`src/design/cfsb_pkg.sv`:
```
// Shared types, constants and face-table helpers for cube_face_select_bounds.
// No dependencies.
package cfsb_pkg;

  localparam int unsigned CoordW = 28;
  localparam int unsigned CompW  = CoordW + 1;
  localparam int unsigned BoundW = 21;
  localparam int unsigned DepthW = 13;
  localparam int unsigned QuoW   = 21;

  localparam logic signed [BoundW-1:0] BoundLim    = 21'sd524288;
  localparam logic signed [BoundW-1:0] BoundLimNeg = -21'sd524288;
  localparam logic [DepthW-1:0]        MinDepthRst = 13'd4;

  typedef enum logic [1:0] {
    OP_VERTEX = 2'd0,
    OP_CLEAR  = 2'd1,
    OP_READ   = 2'd2,
    OP_NONE   = 2'd3
  } op_e;

  typedef enum logic [2:0] {
    FACE_PX = 3'd0,
    FACE_NX = 3'd1,
    FACE_PY = 3'd2,
    FACE_NY = 3'd3,
    FACE_PZ = 3'd4,
    FACE_NZ = 3'd5
  } face_e;

  // axis codes: magnitude 1 x, 2 y, 3 z; sign negates
  typedef logic signed [2:0] axis_code_t;

  localparam axis_code_t FaceMap [6][3] = '{
    '{-3'sd2,  3'sd3,  3'sd1},
    '{ 3'sd2,  3'sd3, -3'sd1},
    '{ 3'sd1,  3'sd3,  3'sd2},
    '{-3'sd1,  3'sd3, -3'sd2},
    '{-3'sd2, -3'sd1,  3'sd3},
    '{-3'sd2,  3'sd1, -3'sd3}
  };

  typedef struct packed {
    logic signed [CoordW-1:0] x;
    logic signed [CoordW-1:0] y;
    logic signed [CoordW-1:0] z;
  } vert_t;

  function automatic logic signed [CompW-1:0] pick_comp(
    input face_e f, input logic [1:0] col, input vert_t v);
    axis_code_t               code;
    logic signed [CompW-1:0]  val;
    logic [2:0]               fi;
    fi   = (f > FACE_NZ) ? 3'd5 : 3'(f);
    code = FaceMap[fi][(col > 2'd2) ? 2'd2 : col];
    case (code)
      3'sd1, -3'sd1: val = {v.x[CoordW-1], v.x};
      3'sd2, -3'sd2: val = {v.y[CoordW-1], v.y};
      default:       val = {v.z[CoordW-1], v.z};
    endcase
    if (code < 0) begin
      val = -val;
    end
    return val;
  endfunction

endpackage

```
`src/design/cfsb_div.sv`:
```
// Restoring divider, one quotient bit a cycle: (num * 65536) / den, saturated to +/-8.0.
// Depends on cfsb_pkg.
module cfsb_div import cfsb_pkg::*; (
  input  logic                    clk_i,
  input  logic                    rst_ni,
  input  logic                    start_i,
  input  logic signed [CompW-1:0] num_i,
  input  logic [CoordW-1:0]       den_i,
  output logic                    done_o,
  output logic signed [QuoW-1:0]  quo_o
);

  localparam int unsigned CntW = 5;
  localparam logic [CntW-1:0] Steps = 5'd21;

  logic [CoordW-1:0] mag;
  logic [CoordW-1:0] rem_q, rem_d;
  logic [QuoW-1:0]   n_q, n_d, q_q, q_d;
  logic [CoordW-1:0] den_q;
  logic [CntW-1:0]   cnt_q, cnt_d;
  logic              busy_q, busy_d, done_q, done_d, sat_q, sat_d, neg_q, neg_d;
  logic [CoordW:0]   rem_sh;
  logic [QuoW-1:0]   qmag;

  assign mag    = num_i[CompW-1] ? CoordW'(-num_i) : CoordW'(num_i);
  assign rem_sh = {rem_q, n_q[QuoW-1]};

  always_comb begin
    rem_d  = rem_q;
    n_d    = n_q;
    q_d    = q_q;
    cnt_d  = cnt_q;
    busy_d = busy_q;
    done_d = 1'b0;
    sat_d  = sat_q;
    neg_d  = neg_q;
    if (start_i) begin
      rem_d  = {5'b0, mag[CoordW-1:5]};
      n_d    = {mag[4:0], 16'b0};
      q_d    = '0;
      cnt_d  = Steps;
      busy_d = 1'b1;
      sat_d  = {5'b0, mag} >= {den_i, 5'b0};
      neg_d  = num_i[CompW-1];
    end else if (busy_q) begin
      n_d = {n_q[QuoW-2:0], 1'b0};
      if (rem_sh >= {1'b0, den_q}) begin
        rem_d = CoordW'(rem_sh - {1'b0, den_q});
        q_d   = {q_q[QuoW-2:0], 1'b1};
      end else begin
        rem_d = rem_sh[CoordW-1:0];
        q_d   = {q_q[QuoW-2:0], 1'b0};
      end
      cnt_d = cnt_q - 5'd1;
      if (cnt_q == 5'd1) begin
        busy_d = 1'b0;
        done_d = 1'b1;
      end
    end
  end

  always_ff @(posedge clk_i or negedge rst_ni) begin
    if (!rst_ni) begin
      busy_q <= 1'b0;
      done_q <= 1'b0;
      cnt_q  <= '0;
    end else begin
      busy_q <= busy_d;
      done_q <= done_d;
      cnt_q  <= cnt_d;
    end
  end

  always_ff @(posedge clk_i) begin
    rem_q <= rem_d;
    n_q   <= n_d;
    q_q   <= q_d;
    sat_q <= sat_d;
    neg_q <= neg_d;
    if (start_i) begin
      den_q <= den_i;
    end
  end

  assign qmag   = (sat_q || q_q > QuoW'(BoundLim)) ? QuoW'(BoundLim) : q_q;
  assign quo_o  = neg_q ? -$signed(qmag) : $signed(qmag);
  assign done_o = done_q;

endmodule
```
`config.mk`:
```
export PLATFORM = sky130hd
export DESIGN_NAME = cfsb_div
export DESIGN_NICKNAME = d
export VERILOG_FILES = /design/src/design/cfsb_pkg.sv /design/src/design/cfsb_div.sv
export SDC_FILE = /design/constraint.sdc
export NUM_CORES = 1
export LEC_CHECK = 0
export BUFFER_PORTS_ARGS = -buffer_cell sky130_fd_sc_hd__buf_2
export CAP_MARGIN = 25
export CORE_MARGIN = 1
export CORE_UTILIZATION = 37
export DETAILED_ROUTE_END_ITERATION = 16
export HOLD_SLACK_MARGIN = 0.05
export PLACE_DENSITY = 0.57
export SLEW_MARGIN = 20
export SYNTH_ARGS = -nofsm -noshare
export SYNTH_HDL_FRONTEND = slang
export SYNTH_SLANG_ARGS = --single-unit
```
`constraint.sdc`:
```
create_clock -name clk_i -period 6.6 [get_ports clk_i]
set_input_delay 0.99 -clock clk_i [delete_from_list [all_inputs] [get_ports clk_i]]
set_output_delay 0.99 -clock clk_i [all_outputs]
set_load 0.03 [all_outputs]
```
==> flow_summary.rst <==
.. list-table::
   :header-rows: 1

   * - Metric
     - Value
   * - Status
     - completed
   * - Net count after synthesis
     - 927
   * - Count of max-cap constraint violations
     - 0
   * - Clock group share of total power
     - 19.9%
   * - Bufs on Longest Clock Path
     - 2
   * - Average vias per placed instance
     - 5.45
   * - Share of the synthesized area in the top cell type
     - 24.4%
   * - Die span in x
     - 141 um
   * - Post-cts sizing count
     - 0
   * - Type of element capturing the critical path
     - output port
   * - Sequential Power Share
     - 28.5%
   * - Netlist cell types
     - 68
   * - Overall via count from detail_route
     - 6177
   * - Number of enable-type register cells in the synthesized netlist
     - 58
   * - Final critical-path required period
     - 5240 ps
   * - Antenna violations before repair
     - 1
   * - Cell type contributing the most total cell area after synthesis
     - sky130_fd_sc_hd__edfxtp_1
   * - Internal reg-to-reg setup slack
     - 2690 ps
   * - DRT antenna net count
     - 0
   * - Hold slack final
     - 460 ps
   * - TritonCTS clock tree
     - yes
   * - Iter 0 DRT Violations
     - 370
   * - R2r endpoint
     - rem_q[11]$_DFFE_PP_
   * - Number of port buffers
     - 81
   * - Total leakage power
     - 3.57 nW
   * - Data arrival time of the critical path
     - 4250 ps
   * - Total routing resource utilization after global routing
     - 19.8%
   * - Power density over the cells
     - 347 nW/um^2
   * - Initial DRT Pass Iterations
     - 5
   * - Required time at the endpoint of the critical path
     - 5610 ps
   * - Launch instance of the worst register-to-register path
     - rem_q[3]$_DFFE_PP_
   * - Number of buffers inserted during clock tree synthesis
     - 9
   * - Antenna cells
     - 0
   * - Mean post-synth cell area
     - 8.81 sq um
   * - DRC viols
     - 0
   * - Sequential-to-total area share from yosys stat
     - 34.1%
   * - Post-route clock period utilization
     - 79.4%
   * - Commonest register cell after synthesis
     - sky130_fd_sc_hd__edfxtp_1
   * - Setup skew after layout
     - 9.75 ps
   * - List of cells traversed by the critical path
     - or4_1 > or3_4 > nor3_4 > nand2_2 > or2_4 > a211oi_4 > nand2_1 > ha_1 > nor2_2 > nor2_1 > o21a_1 > a311oi_1 > buf_2
   * - Wire length of the first global-routing pass
     - 31200 um
   * - Die Footprint
     - 19900 sq um
   * - Initial Utilization
     - 37.9%
   * - Cell internal power dissipation
     - 1.63 mW
   * - Netlist area before placement
     - 7140 sq um
   * - Core outline area
     - 18800 sq um
   * - Worst-path maximum fanout
     - 9
   * - Kind of launch point of the worst setup path
     - flop
   * - Yosys synthesis warning count
     - 0
   * - Worst setup path category
     - reg -> out
   * - Worst min-delay path class
     - in -> async
   * - Finished layout cell area
     - 8120 sq um
   * - Area of placed instances
     - 7780 sq um
   * - Total of hold buffers inserted after clock tree synthesis
     - 0
   * - Net switching power
     - 1.19 mW
   * - Transition time of the tightest slew-check pin
     - 832 ps
   * - Overall power
     - 2.82 mW
   * - Rows
     - 50
   * - Root buffer selected by CTS
     - sky130_fd_sc_hd__clkbuf_16
   * - Final count of hold timing violations
     - 0
   * - R2R depth
     - 10
   * - Async SR Flop Fraction
     - 7.69%
   * - Clk slew on worst S/H paths
     - 70 ps
   * - Fraction of layout cells with a size suffix above 1
     - 14.6%
   * - Maximum frequency from static timing analysis
     - 191 MHz
   * - Clock insertion delay at the later pin of the skew report
     - 350 ps
   * - Residual overflow from global routing
     - 0
   * - Vias in the first global route
     - 5897
   * - Largest net degree at the start of global routing
     - 77
   * - Setup tns final
     - 0 ps
   * - Comb pwr share
     - 51.6%
   * - Final #Nets
     - 985
   * - Number of filler cells placed in the layout
     - 1887
   * - Standard cell with the maximum stage delay on the critical path
     - sky130_fd_sc_hd__or4_1
   * - Number of H-tree levels
     - 3
   * - Number of top-level pins
     - 82
   * - Post-CTS Setup Bufs
     - 0
   * - Die Height
     - 141 um
   * - Crit path largest cell delay
     - 560 ps
   * - Net switching fraction of the power
     - 42.1%
   * - Wire length per cell after detailed routing
     - 16.8 um
   * - Number of endpoints failing setup at the final stage
     - 0
   * - Number of cells produced by synthesis
     - 811
   * - Final HPWL from detailed placement
     - 14200 um
   * - Number of max-slew violations in the final report
     - 0
   * - Maximum vdd drop
     - 0.160 mV
   * - Number of register bits inferred by synthesis
     - 91
   * - Gp weighted congestion
     - 0.868
   * - Slew HR
     - 44.5%
   * - Post-synthesis to final-layout area growth
     - 13.6%
   * - Area contributors post-synth
     - sky130_fd_sc_hd__edfxtp_1, sky130_fd_sc_hd__ha_1, sky130_fd_sc_hd__dfxtp_1, sky130_fd_sc_hd__xnor2_1, sky130_fd_sc_hd__nor2_1
   * - TritonCTS sink count
     - 91
   * - Setup repair after global routing missed its margin
     - false
   * - Routed wire length
     - 19100 um
==> kinds of logic after synthesis <==
logic type	synth area share (%)
AND/OR/NAND/NOR	18.2
adder cells (fa/ha/maj)	9.91
multiplexers	3.52
flip-flops	34.1
buffers and inverters	5.92
XOR/XNOR	7.85
AO/OA/AOI/OAI	20.4
==> sequential cells by signal (all words and copies together) (netlist names) <==
name / cells
sat_q: 1
n_q: 5
rem_q: 28
done_o: 1
den_q: 28
cnt_q: 5
busy_q: 1
neg_q: 1
q_q: 21
==> final cells by class <==
class	instances	area [sq um]	share of cell area [%]
well taps	260	325	4.01
repair buffers	87	480	5.92
clock inverters	3	23.8	0.293
clock buffers	13	303	3.73
multi-input cells	610	4290	52.8
inverters	70	263	3.24
flip-flops and latches	91	2440	30.0
==> worst max-delay path by stage <==
| stage | from | to | slack [ps] | cells after the start |
|---|---|---|---|---|
| 2_1_floorplan | q_q[10]$_SDFFE_PP0P_ | quo_o[4] | 1790 | 13 |
| 3_3_place_gp | q_q[2]$_SDFFE_PP0P_ | quo_o[4] | 1760 | 13 |
| 3_5_place_dp | q_q[2]$_SDFFE_PP0P_ | quo_o[4] | 1740 | 13 |
| 4_1_cts | q_q[2]$_SDFFE_PP0P_ | quo_o[4] | 1340 | 13 |
| 5_1_grt | q_q[2]$_SDFFE_PP0P_ | quo_o[4] | 1120 | 13 |
| 6_report | q_q[2]$_SDFFE_PP0P_ | quo_o[4] | 1360 | 13 |
==> routing by layer <==
| layer | track usage, % | up-vias | part of all wire, % |
|---|---|---|---|
| li1 | - | 3112 | - |
| met1 | 27.1 | 2906 | 48 |
| met2 | 32.2 | 141 | 46 |
| met3 | 3.26 | 18 | 3.9 |
| met4 | 5.66 | 0 | 1.5 |
| met5 | 0 | - | 0 |
==> Yosys cell counts (all sizes together), types with 7 or more instances <==
cell	count
edfxtp	58
nor4	7
a311oi	7
dfrtp	7
a21oi	42
nor2	71
clkbuf	33
nor2b	10
nand2	57
o41ai	10
dfxtp	26
mux2i	24
buf	7
nor3	21
nand3	23
a31oi	13
o31ai	22
nand2b	8
o311ai	14
ha	55
xor2	19
xnor2	45
inv	69
or4	9
a21o	13
o21ai	42
nand4	20
a211oi	13
==> power groups by stage <==
stage	Clock, mW	Sequential [mW]	Combinational [mW]
2_1_floorplan	0	0.793	1.09
3_3_place_gp	0	0.814	1.42
3_5_place_dp	0	0.815	1.41
4_1_cts	0.573	0.803	1.43
5_1_grt	0.590	0.818	1.60
6_report	0.562	0.803	1.45
==> stage by stage <==
| stage | setup slack (ps) | utilization, % | instances |
|---|---|---|---|
| after detailed placement | 1740 | 41.3 | 1117 |
| after global routing | 1120 | 43.1 | 1134 |
| after CTS | 1340 | 43.0 | 1133 |
| final | 1360 | 43.1 | 1134 |
| after global placement | 1760 | 41.1 | 1116 |
| after floorplan | 1790 | - | 811 |
==> cells in the final DEF, fill, tap and decap left out, drive strengths merged, types with 6 or more instances in the layout <==
| cell type | count |
|---|---|
| o31ai | 22 |
| xor2 | 19 |
| o41ai | 10 |
| ha | 55 |
| a31oi | 13 |
| a211oi | 13 |
| o21ai | 42 |
| nor3 | 21 |
| edfxtp | 58 |
| xnor2 | 45 |
| nand4 | 20 |
| o21a | 6 |
| mux2i | 24 |
| a21oi | 42 |
| dfxtp | 26 |
| nand2b | 8 |
| clkbuf | 13 |
| buf | 87 |
| a41oi | 6 |
| o311ai | 14 |
| nor2 | 71 |
| nand2 | 57 |
| a311oi | 7 |
| inv | 70 |
| nor2b | 10 |
| a21o | 13 |
| nand3 | 23 |
| dfrtp | 7 |
| and2 | 6 |
| nor4 | 7 |
| or4 | 9 |
==> critical path: cells and delay by family, from the launching register on <==
family / cells / cell delay, ps
AND/OR/NAND/NOR: 8 / 2140
AO/OA/AOI/OAI: 3 / 850
flip-flops: 1 / 360
adder cells (fa/ha/maj): 1 / 300
buffers and inverters: 1 / 260
Note: power is estimated with default switching activity, not from simulation.
